[config.mk]
export PLATFORM = sky130hd
export DESIGN_NAME = linear_probe_hash_table_unit
export DESIGN_NICKNAME = d
export VERILOG_FILES = /design/src/design/lpht_pkg.sv /design/src/design/lpht_slot_store.sv /design/src/design/lpht_probe_fsm.sv /design/src/design/linear_probe_hash_table_unit.sv
export SDC_FILE = /design/constraint.sdc
export NUM_CORES = 2
export LEC_CHECK = 0
export ABC_AREA = 1
export ABC_CLOCK_PERIOD_IN_PS = 13100
export BUFFER_PORTS_ARGS = -buffer_cell sky130_fd_sc_hd__buf_2
export CAP_MARGIN = 0
export CORE_AREA = 2 2 544 546
export DETAILED_ROUTE_END_ITERATION = 7
export DIE_AREA = 0 0 546 548
export GPL_ROUTABILITY_DRIVEN = 0
export HOLD_SLACK_MARGIN = 0.03
export PLACE_DENSITY = 0.61
export SLEW_MARGIN = 20
export SYNTH_ARGS = -nofsm -noshare
export SYNTH_HDL_FRONTEND = slang
export SYNTH_SLANG_ARGS = --single-unit
[constraint.sdc]
create_clock -name clock -period 13.1 [get_ports clock]
set_input_delay 0 -clock clock [delete_from_list [all_inputs] [get_ports clock]]
set_output_delay 0 -clock clock [all_outputs]
set_load 0.01 [all_outputs]
[src/design/lpht_pkg.sv]
// ----------------------------------------------------------------------------
// lpht_pkg
// Shared constants, codes and types of the linear probing hash table.
// ----------------------------------------------------------------------------
package lpht_pkg;

   localparam int SLOTS   = 32;
   localparam int IDX_W   = $clog2(SLOTS);
   localparam int CNT_W   = $clog2(SLOTS + 1);
   localparam int HASH_W  = 32;
   localparam int KEY_W   = 32;
   localparam int VALUE_W = 32;

   localparam logic [1:0] KIND_EMPTY = 2'd0;
   localparam logic [1:0] KIND_LIVE  = 2'd1;
   localparam logic [1:0] KIND_TOMB  = 2'd2;

   localparam logic [1:0] CMD_SET    = 2'd0;
   localparam logic [1:0] CMD_LOOKUP = 2'd1;
   localparam logic [1:0] CMD_DELETE = 2'd2;

   localparam logic [2:0] ST_UPDATED   = 3'd0;
   localparam logic [2:0] ST_INSERTED  = 3'd1;
   localparam logic [2:0] ST_FOUND     = 3'd2;
   localparam logic [2:0] ST_NOT_FOUND = 3'd3;
   localparam logic [2:0] ST_FULL      = 3'd4;

   // Write port of the slot store.
   typedef struct packed {
      logic               kind_we;
      logic               entry_we;
      logic [IDX_W-1:0]   idx;
      logic [1:0]         kind;
      logic [HASH_W-1:0]  hash;
      logic [KEY_W-1:0]   key;
      logic [VALUE_W-1:0] value;
   } wr_type;

   // Read data of the slot store, registered from the read address.
   typedef struct packed {
      logic [1:0]         kind;
      logic [HASH_W-1:0]  hash;
      logic [KEY_W-1:0]   key;
      logic [VALUE_W-1:0] value;
   } slot_type;

   typedef struct packed {
      logic [2:0]         status;
      logic [VALUE_W-1:0] read_value;
      logic [CNT_W-1:0]   live_count;
   } res_type;

endpackage

[src/design/lpht_slot_store.sv]
// ----------------------------------------------------------------------------
// lpht_slot_store
// Slot kind memory with per-slot valid bits, and the hash/key/value memory.
// One read port and one write port, read data registered.
// ----------------------------------------------------------------------------
module lpht_slot_store (
   input  logic                          clock,
   input  logic                          reset,
   input  logic [lpht_pkg::IDX_W-1:0]    rd_addr,
   input  lpht_pkg::wr_type              wr,
   output lpht_pkg::slot_type            rd
);

   logic [1:0]                    kind_mem [lpht_pkg::SLOTS];
   logic [lpht_pkg::HASH_W-1:0]   hash_mem [lpht_pkg::SLOTS];
   logic [lpht_pkg::KEY_W-1:0]    key_mem [lpht_pkg::SLOTS];
   logic [lpht_pkg::VALUE_W-1:0]  value_mem [lpht_pkg::SLOTS];
   logic [lpht_pkg::SLOTS-1:0]    valid_ff;
   logic                          rd_valid_ff;
   logic [1:0]                    rd_kind_ff;
   logic [lpht_pkg::HASH_W-1:0]   rd_hash_ff;
   logic [lpht_pkg::KEY_W-1:0]    rd_key_ff;
   logic [lpht_pkg::VALUE_W-1:0]  rd_value_ff;

   // A slot never written since reset reads as empty.
   always_ff @(posedge clock) begin
      if (reset) begin
         valid_ff <= '0;
      end else if (wr.kind_we) begin
         valid_ff[wr.idx] <= 1'b1;
      end
   end

   always_ff @(posedge clock) begin
      if (wr.kind_we) begin
         kind_mem[wr.idx] <= wr.kind;
      end
      rd_kind_ff  <= kind_mem[rd_addr];
      rd_valid_ff <= valid_ff[rd_addr];
   end

   always_ff @(posedge clock) begin
      if (wr.entry_we) begin
         hash_mem[wr.idx]  <= wr.hash;
         key_mem[wr.idx]   <= wr.key;
         value_mem[wr.idx] <= wr.value;
      end
      rd_hash_ff  <= hash_mem[rd_addr];
      rd_key_ff   <= key_mem[rd_addr];
      rd_value_ff <= value_mem[rd_addr];
   end

   always_comb begin
      rd.kind  = rd_valid_ff ? rd_kind_ff : lpht_pkg::KIND_EMPTY;
      rd.hash  = rd_hash_ff;
      rd.key   = rd_key_ff;
      rd.value = rd_value_ff;
   end

endmodule

[src/design/lpht_probe_fsm.sv]
// ----------------------------------------------------------------------------
// lpht_probe_fsm
// Probe sequencer: walks the slots one per cycle from the start slot, notes
// the first free slot, then commits the update and hands out the result.
// ----------------------------------------------------------------------------
module lpht_probe_fsm (
   input  logic                          clock,
   input  logic                          reset,
   input  logic                          req_valid,
   output logic                          req_ready,
   input  logic [1:0]                    req_cmd,
   input  logic [lpht_pkg::HASH_W-1:0]   req_hash,
   input  logic [lpht_pkg::KEY_W-1:0]    req_key,
   input  logic [lpht_pkg::VALUE_W-1:0]  req_value,
   input  lpht_pkg::slot_type            rd,
   output logic [lpht_pkg::IDX_W-1:0]    rd_addr,
   output lpht_pkg::wr_type              wr,
   output logic                          res_valid,
   input  logic                          res_ready,
   output lpht_pkg::res_type             res
);

   localparam logic [1:0] S_IDLE   = 2'd0;
   localparam logic [1:0] S_PROBE  = 2'd1;
   localparam logic [1:0] S_FINISH = 2'd2;

   localparam logic [lpht_pkg::IDX_W-1:0] LAST_IDX = lpht_pkg::IDX_W'(lpht_pkg::SLOTS - 1);

   logic [1:0]                    state_ff, state_in;
   logic [1:0]                    cmd_ff, cmd_in;
   logic [lpht_pkg::HASH_W-1:0]   hash_ff, hash_in;
   logic [lpht_pkg::KEY_W-1:0]    key_ff, key_in;
   logic [lpht_pkg::VALUE_W-1:0]  value_ff, value_in;
   logic [lpht_pkg::IDX_W-1:0]    idx_ff, idx_in;
   logic [lpht_pkg::IDX_W-1:0]    steps_ff, steps_in;
   logic                          free_vld_ff, free_vld_in;
   logic [lpht_pkg::IDX_W-1:0]    free_idx_ff, free_idx_in;
   logic                          hit_ff, hit_in;
   logic [lpht_pkg::VALUE_W-1:0]  hit_value_ff, hit_value_in;
   logic [lpht_pkg::CNT_W-1:0]    count_ff, count_in;
   logic [lpht_pkg::IDX_W-1:0]    next_idx;
   logic                          match;

   assign next_idx = (idx_ff == LAST_IDX) ? '0 : idx_ff + 1'b1;
   assign match = (rd.kind == lpht_pkg::KIND_LIVE) && (rd.hash == hash_ff)
                  && (rd.key == key_ff);
   assign req_ready = (state_ff == S_IDLE);

   always_comb begin
      state_in     = state_ff;
      cmd_in       = cmd_ff;
      hash_in      = hash_ff;
      key_in       = key_ff;
      value_in     = value_ff;
      idx_in       = idx_ff;
      steps_in     = steps_ff;
      free_vld_in  = free_vld_ff;
      free_idx_in  = free_idx_ff;
      hit_in       = hit_ff;
      hit_value_in = hit_value_ff;
      count_in     = count_ff;
      rd_addr      = idx_ff;
      wr           = '0;
      res_valid    = 1'b0;
      res          = '0;

      unique case (state_ff)
         S_IDLE: begin
            rd_addr = req_hash[lpht_pkg::IDX_W-1:0];
            if (req_valid) begin
               cmd_in      = req_cmd;
               hash_in     = req_hash;
               key_in      = req_key;
               value_in    = req_value;
               idx_in      = req_hash[lpht_pkg::IDX_W-1:0];
               steps_in    = '0;
               free_vld_in = 1'b0;
               hit_in      = 1'b0;
               state_in    = (req_cmd == lpht_pkg::CMD_SET || req_cmd == lpht_pkg::CMD_LOOKUP
                              || req_cmd == lpht_pkg::CMD_DELETE) ? S_PROBE : S_FINISH;
            end
         end

         S_PROBE: begin
            if (rd.kind == lpht_pkg::KIND_EMPTY) begin
               if (!free_vld_ff) begin
                  free_vld_in = 1'b1;
                  free_idx_in = idx_ff;
               end
               state_in = S_FINISH;
            end else if (match) begin
               hit_in       = 1'b1;
               hit_value_in = rd.value;
               state_in     = S_FINISH;
            end else begin
               if (rd.kind != lpht_pkg::KIND_LIVE && !free_vld_ff) begin
                  free_vld_in = 1'b1;
                  free_idx_in = idx_ff;
               end
               if (steps_ff == LAST_IDX) begin
                  state_in = S_FINISH;
               end else begin
                  idx_in   = next_idx;
                  steps_in = steps_ff + 1'b1;
                  rd_addr  = next_idx;
               end
            end
         end

         S_FINISH: begin
            res_valid      = 1'b1;
            res.status     = lpht_pkg::ST_NOT_FOUND;
            res.live_count = count_ff;
            wr.hash        = hash_ff;
            wr.key         = key_ff;
            wr.value       = value_ff;
            wr.idx         = idx_ff;
            unique case (cmd_ff)
               lpht_pkg::CMD_SET: begin
                  if (hit_ff) begin
                     res.status  = lpht_pkg::ST_UPDATED;
                     wr.entry_we = res_ready;
                  end else if (free_vld_ff) begin
                     res.status     = lpht_pkg::ST_INSERTED;
                     res.live_count = count_ff + 1'b1;
                     wr.idx         = free_idx_ff;
                     wr.kind        = lpht_pkg::KIND_LIVE;
                     wr.kind_we     = res_ready;
                     wr.entry_we    = res_ready;
                  end else begin
                     res.status = lpht_pkg::ST_FULL;
                  end
               end
               lpht_pkg::CMD_LOOKUP: begin
                  if (hit_ff) begin
                     res.status     = lpht_pkg::ST_FOUND;
                     res.read_value = hit_value_ff;
                  end
               end
               lpht_pkg::CMD_DELETE: begin
                  if (hit_ff) begin
                     res.status = lpht_pkg::ST_FOUND;
                     if (count_ff != '0) begin
                        res.live_count = count_ff - 1'b1;
                     end
                     wr.kind    = lpht_pkg::KIND_TOMB;
                     wr.kind_we = res_ready;
                  end
               end
               default: begin
               end
            endcase
            if (res_ready) begin
               count_in = res.live_count;
               state_in = S_IDLE;
            end
         end

         default: begin
            state_in = S_IDLE;
         end
      endcase
   end

   always_ff @(posedge clock) begin
      if (reset) begin
         state_ff <= S_IDLE;
         count_ff <= '0;
      end else begin
         state_ff <= state_in;
         count_ff <= count_in;
      end
   end

   always_ff @(posedge clock) begin
      cmd_ff       <= cmd_in;
      hash_ff      <= hash_in;
      key_ff       <= key_in;
      value_ff     <= value_in;
      idx_ff       <= idx_in;
      steps_ff     <= steps_in;
      free_vld_ff  <= free_vld_in;
      free_idx_ff  <= free_idx_in;
      hit_ff       <= hit_in;
      hit_value_ff <= hit_value_in;
   end

endmodule

[src/design/linear_probe_hash_table_unit.sv]
// ----------------------------------------------------------------------------
// linear_probe_hash_table_unit
// Steps: accept in the idle state, then probe one slot per cycle through
// the registered slot memory read (no probe for an unknown command), then
// commit when the output register is free; the result beat is registered
// from the commit. A new request is taken only after the last one commits.
// Reset: synchronous; all slots read empty at once, live count is zero.
// ----------------------------------------------------------------------------
module linear_probe_hash_table_unit (
   input  logic         clock,
   input  logic         reset,
   input  logic         req_tvalid,
   output logic         req_tready,
   input  logic [95:0]  req_tdata,   // key_hash[31:0], key_id[63:32], new_value[95:64]
   input  logic [1:0]   req_tuser,   // cmd[1:0]
   output logic         rsp_tvalid,
   input  logic         rsp_tready,
   output logic [39:0]  rsp_tdata,   // read_value[31:0], live_count[37:32], zero[39:38]
   output logic [2:0]   rsp_tuser    // status[2:0]
);

   logic [lpht_pkg::IDX_W-1:0] rd_addr;
   lpht_pkg::wr_type           wr;
   lpht_pkg::slot_type         rd;
   logic                       res_valid;
   logic                       res_ready;
   lpht_pkg::res_type          res;
   logic                       rsp_valid_ff;
   lpht_pkg::res_type          rsp_ff;

   lpht_slot_store u_store (
      .clock   (clock),
      .reset   (reset),
      .rd_addr (rd_addr),
      .wr      (wr),
      .rd      (rd)
   );

   lpht_probe_fsm u_fsm (
      .clock     (clock),
      .reset     (reset),
      .req_valid (req_tvalid),
      .req_ready (req_tready),
      .req_cmd   (req_tuser),
      .req_hash  (req_tdata[31:0]),
      .req_key   (req_tdata[63:32]),
      .req_value (req_tdata[95:64]),
      .rd        (rd),
      .rd_addr   (rd_addr),
      .wr        (wr),
      .res_valid (res_valid),
      .res_ready (res_ready),
      .res       (res)
   );

   // Output register: the sequencer commits only when this slot is free.
   assign res_ready = !rsp_valid_ff || rsp_tready;

   always_ff @(posedge clock) begin
      if (reset) begin
         rsp_valid_ff <= 1'b0;
      end else if (res_ready) begin
         rsp_valid_ff <= res_valid;
      end
   end

   always_ff @(posedge clock) begin
      if (res_ready && res_valid) begin
         rsp_ff <= res;
      end
   end

   assign rsp_tvalid = rsp_valid_ff;
   assign rsp_tuser  = rsp_ff.status;
   assign rsp_tdata  = {2'b00, rsp_ff.live_count, rsp_ff.read_value};

endmodule

Word level (Yosys, flattened, before mapping)
Memories as Yosys holds them, arrays and structs flattened. A register that Yosys moved wholly into a read port is not among the register bits.
Index checks and enable logic that the tools add are counted.
- register bits: 230
- RAM bits: 3136
- bits of input ports: 102
- output and inout port bits: 45
- logic and storage cells: 142
- memories: 4
- $add $sub $neg: 4
- magnitude comparators: 3
- eq/ne operators: 23
- muxes and demuxes: 61
- bitwise gates (word level): 2
- reduce and logical (&&, ||, !) cells: 27
- memory list (name ; depth ; bits a word ; rd ports ; clocked after memory_dff ; write ports ; RTL line ; source):
    u_store.hash_mem ; 32 ; 32 ; 1 ; 1 ; 1 ; lpht_slot_store.sv:15 ; logic [lpht_pkg::HASH_W-1:0] hash_mem [lpht_pkg::SLOTS];
    u_store.key_mem ; 32 ; 32 ; 1 ; 1 ; 1 ; lpht_slot_store.sv:16 ; logic [lpht_pkg::KEY_W-1:0] key_mem [lpht_pkg::SLOTS];
    u_store.value_mem ; 32 ; 32 ; 1 ; 1 ; 1 ; lpht_slot_store.sv:17 ; logic [lpht_pkg::VALUE_W-1:0] value_mem [lpht_pkg::SLOTS];
    u_store.kind_mem ; 32 ; 2 ; 1 ; 1 ; 1 ; lpht_slot_store.sv:14 ; logic [1:0] kind_mem [lpht_pkg::SLOTS];
- operators with widths (operator ; count):
    105-bit two-way mux ; 1
    5-bit two-way mux ; 13
    32-bit equality test ; 2
    33-bit two-way mux ; 1
    32-bit OR ; 1
    6-bit two-way mux ; 5
    5-bit one-hot mux with 2 select lines ; 3
    1-bit two-way mux ; 17
    2-bit two-way mux ; 8
    2-bit != test (second input constant) ; 7
    5-bit by 6-bit < comparator with 1-bit output (second input constant) ; 2
    6-bit one-hot mux with 2 select lines ; 1
    4-bit AND reduction ; 3
    5-bit by 1-bit adder with 5-bit output (second input constant) ; 2
    5-bit equality test (second input constant) ; 2
    9-bit two-way mux ; 1
    3-bit one-hot mux with 3 select lines ; 1
    3-bit AND reduction ; 3
    2-bit by 1-bit equality test with 1-bit output (second input constant) ; 4
    2-bit logical NOT ; 4
    7-bit two-way mux ; 1
    6-bit by 1-bit adder with 6-bit output (second input constant) ; 1
    2-bit equality test (second input constant) ; 3
    3-bit two-way mux ; 2
    19 further kinds ; 32

Longest topological paths before layout
- word-level depth: 11
- depth in mapped cells: 22
- mapped depth without buffers: 20

Hierarchy
From an unflattened synthesis, not the netlist that was laid out.
- cells, all modules: 11548
- area, all modules: 137595.7 um^2
- by module, submodules not included (module ; times used ; cells an instance ; area an instance (um^2) ; seq. area each (um^2)):
    lpht_slot_store ; 1 ; 10593 ; 128505.7 ; 96792.8
    lpht_probe_fsm ; 1 ; 905 ; 7792.5 ; 4574.4
    linear_probe_hash_table_unit ; 1 ; 50 ; 1297.5 ; 1251.2

Worst setup path after synthesis
No wires, ideal clock.
- path type: register to register
- from: register u_fsm.state_ff[1]
- to: memory u_store.hash_mem[10][0] in the netlist's numbering, enable pin
- library setup time: 0.553 ns
- data arrival time: 7.229 ns
- required time: 12.547 ns
- path slack: 5.318 ns
- cell stages (with the launch flop): 11
- path buffers: 4
- period minus slack after synthesis: 7.782 ns
- cell sequence: dfxtp_1 > buf_2 > inv_1 > nor2_1 > inv_1 > clkbuf_1 > nor2_1 > clkbuf_1 > nand3_1 > clkbuf_1 > nor2_1
- longest elaborated chain between the ends: 4
- ends and longest elaborated chain (item ; RTL line ; source):
    start, declared ; lpht_probe_fsm.sv:29 ; logic [1:0] state_ff, state_in;
    start signal, assigned ; lpht_probe_fsm.sv:170 ; state_ff <= state_in;
    2-bit equality test * ; lpht_probe_fsm.sv:67 ; unique case (state_ff)
    105-bit two-way mux * ; lpht_probe_fsm.sv:67 ;
    1-bit two-way mux ; lpht_slot_store.sv:43 ; if (wr.entry_we) begin
    1-bit two-way mux (implied by the code) ; lpht_slot_store.sv:44 ; hash_mem[wr.idx] <= wr.hash;
    end, declared ; lpht_slot_store.sv:15 ;
Every way passes the cells marked *; elsewhere a longest branch is shown, timed or not.

Final worst setup path
- from: register u_fsm.hash_ff[1] in the netlist's numbering
- to: register u_store.rd_key_ff[20] in the netlist's numbering (read register of u_store.key_mem)
- longest elaborated chain between the ends: 6
- ends and longest elaborated chain (item ; RTL line ; source):
    start, declared ; lpht_probe_fsm.sv:31 ; logic [lpht_pkg::HASH_W-1:0] hash_ff, hash_in;
    start signal, assigned ; lpht_probe_fsm.sv:177 ; hash_ff <= hash_in;
    32-bit equality test ; lpht_probe_fsm.sv:45 ; assign match = (rd.kind == lpht_pkg::KIND_LIVE) && (rd.hash == hash_ff)
    1-bit logical AND ; lpht_probe_fsm.sv:45 ;
    1-bit logical AND ; lpht_probe_fsm.sv:46 ; && (rd.key == key_ff);
    5-bit two-way mux (2 in a row) ; n/a ;
    5-bit one-hot mux with 2 select lines ; lpht_probe_fsm.sv:67 ;
    end, declared ; lpht_slot_store.sv:22 ; logic [lpht_pkg::KEY_W-1:0] rd_key_ff;
Every way passes these cells.
A chain may end at the register's enable or synchronous reset.

==> metrics.md <==
| Metric | Value |
|---|---|
| Seq/Total Area, Yosys | `0.7326` |
| RSZ-0062 raised after global routing | `no` |
| Synth Instances | `11,540` |
| Final setup vio count | `0` |
| Synth Flop Type | `edfxtp_1` |
| PD cells | `184.8 nW/um^2` |
| Worst Path Buf+Inv | `5` |
| NetSw | `9.178 mW` |
| Starting Density | `0.4779` |
| HPWL after DPL | `203,900 um` |
| Reg power frac | `0.431` |
| DRC Markers | `0` |
| Root buf cell | `clkbuf_16` |
| Antenna-violating nets left | `0` |
| FFs w/ async S/R, synth | `0` |
| Mapped Area | `140,100 um^2` |
| Worst setup SP type | `register` |
| Switch share | `0.3145` |
| Min Tclk post-route | `7302 ps` |
| Final nets | `11,730` |
| CTS max path bufs | `4` |
| DR vias | `97,470` |
| CTS Buf Count | `359` |
| Clock power frac | `0.345` |
| DR WL/cell | `27.67 um` |
| TNS Setup | `0 ps` |
| Clk pin slew, worst setup/hold paths | `60 ps` |
| Fillers | `24,430` |
| Setup CP Type | `register to register` |
| Delay-heaviest family, CP | `buffers and inverters` |
| Pre-antenna DRT Iters | `8` |
| Post-synth top area share | `0.7126` |
| Initial DRC Count | `13,680` |
| Worst setup EP type | `register` |
| Ports | `147` |
| FMAX | `136.9 MHz` |
| Final WL | `438,400 um` |
| Global-route wire length before repair | `635,800 um` |
| Min-delay worst type | `input port to register` |
| # port buffers | `144` |
| Total GRT Usage | `0.2857` |
| Slowest CP cell | `buf_4` |
| Die ar. | `299,200 um^2` |
| Worst Path Arrival | `8060 ps` |
| Share of layout cells above drive strength 1 | `0.08282` |
| Post-synth EDFFs | `3,324` |
| H-tree depth | `5` |
| Crit path largest cell delay | `850 ps` |
| Crit share post-route | `0.5574` |
| Commonest cells in the netlist | `nand3_1 (4,578), edfxtp_1 (3,324), nand2_1 (1,845)` |
| Synth area leader | `edfxtp_1` |
| Number of distinct library cells after synthesis | `42` |
| Final Util | `0.5388` |
| Max-cap violation count | `0` |
| Initial antenna violation count | `19` |
| Ordered cell list for the critical path | `xnor2_1, nand3_1, nor2_1, nand2_1, nor2_1, nand3_4, nand3_1, nand2_1, inv_1, nand2_1, nand2_8, buf_12, buf_4, buf_4, buf_4, nand3_1, nand3_1, nand3_1, nand3_1, nand2_1` |
| Grt total ovfl | `0` |
| Leak | `57.17 nW` |
| Comb power frac | `0.224` |
| Fin. Hold Viols | `0` |
| Largest net degree at the start of global routing | `216` |
| P_int | `20.00 mW` |
| Worst-Skew Late Latency | `910 ps` |
| TritonCTS Sinks | `3,464` |
| Outcome | `complete, no violations` |
| Worst-Margin Slew | `1244 ps` |
| Critical path required time | `13,850 ps` |
| Peak VDD IR | `0.2453 mV` |
| Crit Path Max Fanout | `170` |
| Final slew viol count | `0` |
| Core Footprint | `293,100 um^2` |
| Die W | `546 um` |
| Mapped Avg Cell Area | `12.14 um^2` |
| TritonCTS clock tree | `built` |
| Top-count cell post-synth | `nand3_1` |
| DIE HEIGHT | `548 um` |
| Vias in the first global route | `92,980` |
| Synthesis Warnings | `0` |
| Num rows | `199` |
| Slew HR | `0.1708` |
| Clock Skew | `52.19 ps` |
| Synthesized flop and latch total | `3,464` |
| Layout area overhead | `12.73%` |
| Ranking of synthesized cells by area | `edfxtp_1 (71%), nand3_1 (16%), nand2_1 (4.9%)` |
| Crit-path most repeated cell | `nand3_1` |
| Vias/cell | `6.152` |
cell families (layout without fill, tap and decap cells):
kind of cell             Yosys count  in the layout  share of synthesized area
AO/OA/AOI/OAI                     64             64                   0.002948
flip-flops                      3464           3464                     0.7326
AND/OR/NAND/NOR                 6811           6811                     0.2245
buffers and inverters           1151           1530                    0.03677
other                              1              9                 0.00002677
XOR/XNOR                          40             40                   0.002501
adder cells (fa/ha/maj)            7              7                  0.0006253
repair_timing:
action,4_1_cts,5_1_grt
buffers inserted,0,0
hold endpoints to repair,184,0
gates resized for setup,0,0
hold buffers,197,0
state kept, by name (all words and copies together), names as in the netlist, 38 cells and up:
signal / flops
u_store.key_mem: 1024
u_store.value_mem: 1024
rsp_tdata: 38
u_store.kind_mem: 64
u_store.hash_mem: 1024
through the flow:
step                      cell area (um^2)  hold slack (ps)  setup slack (ps)  std cells  total power, mW
after global routing                157900            51.40              5669      15840            30.21
after floorplan                     140100            98.87              5318      11540            17.13
final                               157900            66.90              5798      15840            29.18
after CTS                           157700            33.41              6094      15830            29.18
after detailed placement            144200            178.1              6105      14980            19.18
after global placement              144200            178.4              6068      14980            19.13
per-layer routing:
layer | track usage | up-vias | share of wire
met5 | 0 | - | 0.00025
met4 | 0.1086 | 16 | 0.040
met3 | 0.04021 | 949 | 0.096
met2 | 0.4623 | 5669 | 0.47
met1 | 0.3937 | 48650 | 0.39
li1 | - | 42190 | -
worst paths after layout:
| path | startpoint | endpoint | depth (start not counted) | slack, ps |
|---|---|---|---|---|
| worst max-delay path | u_fsm.hash_ff[1] | u_store.rd_key_ff[20] | 20 | 5800 |
| worst min-delay path | req_tdata[32] | u_fsm.key_ff[0] | 2 | 70 |
| worst max register to register | u_fsm.hash_ff[1] | u_store.rd_key_ff[20] | 20 | 5800 |
| worst min register to register | u_store.rd_value_ff[13] | u_fsm.hit_value_ff[13] | 0 | 400 |
cell type report:
class	count	area (um^2)	share of cell area
multi-input combinational	6924	32790	0.2077
sequential	3464	102600	0.6499
timing repair buffer	602	5009	0.03172
antenna	7	17.52	0.0001109
inverter	270	1041	0.006593
clock inverter	145	1350	0.008550
tap	3919	4903	0.03106
clock buffer	513	10170	0.06439
power groups by stage:
stage	Combinational [mW]	Sequential, mW	Clock [mW]
finish	6.53	12.6	10.1
floorplan	4.35	12.8	0
detailed placement	6.36	12.8	0
global route	7.05	12.6	10.6
global placement	6.32	12.8	0
CTS	6.44	12.6	10.2
cells in the final DEF, fill, tap and decap left out, drive strengths merged:
| cell type | n |
|---|---|
| o21ai | 14 |
| conb | 2 |
| nor3b | 1 |
| clkinv | 108 |
| buf | 405 |
| nand4 | 20 |
| diode | 7 |
| xor2 | 7 |
| o211ai | 5 |
| or2 | 4 |
| dfxtp | 140 |
| bufinv | 24 |
| o21a | 22 |
| and3 | 1 |
| clkbuf | 513 |
| a211o | 1 |
| nor4 | 4 |
| nand2 | 1848 |
| edfxtp | 3324 |
| a22oi | 1 |
| a21oi | 18 |
| or3b | 1 |
| ha | 7 |
| or3 | 1 |
| inv | 273 |
| a31oi | 2 |
| nor3 | 9 |
| xnor2 | 33 |
| clkinvlp | 10 |
| nand3 | 4583 |
| nor2 | 339 |
| dlygate4sd3 | 197 |
| o22ai | 1 |
Note: power is estimated with default switching activity, not from simulation.
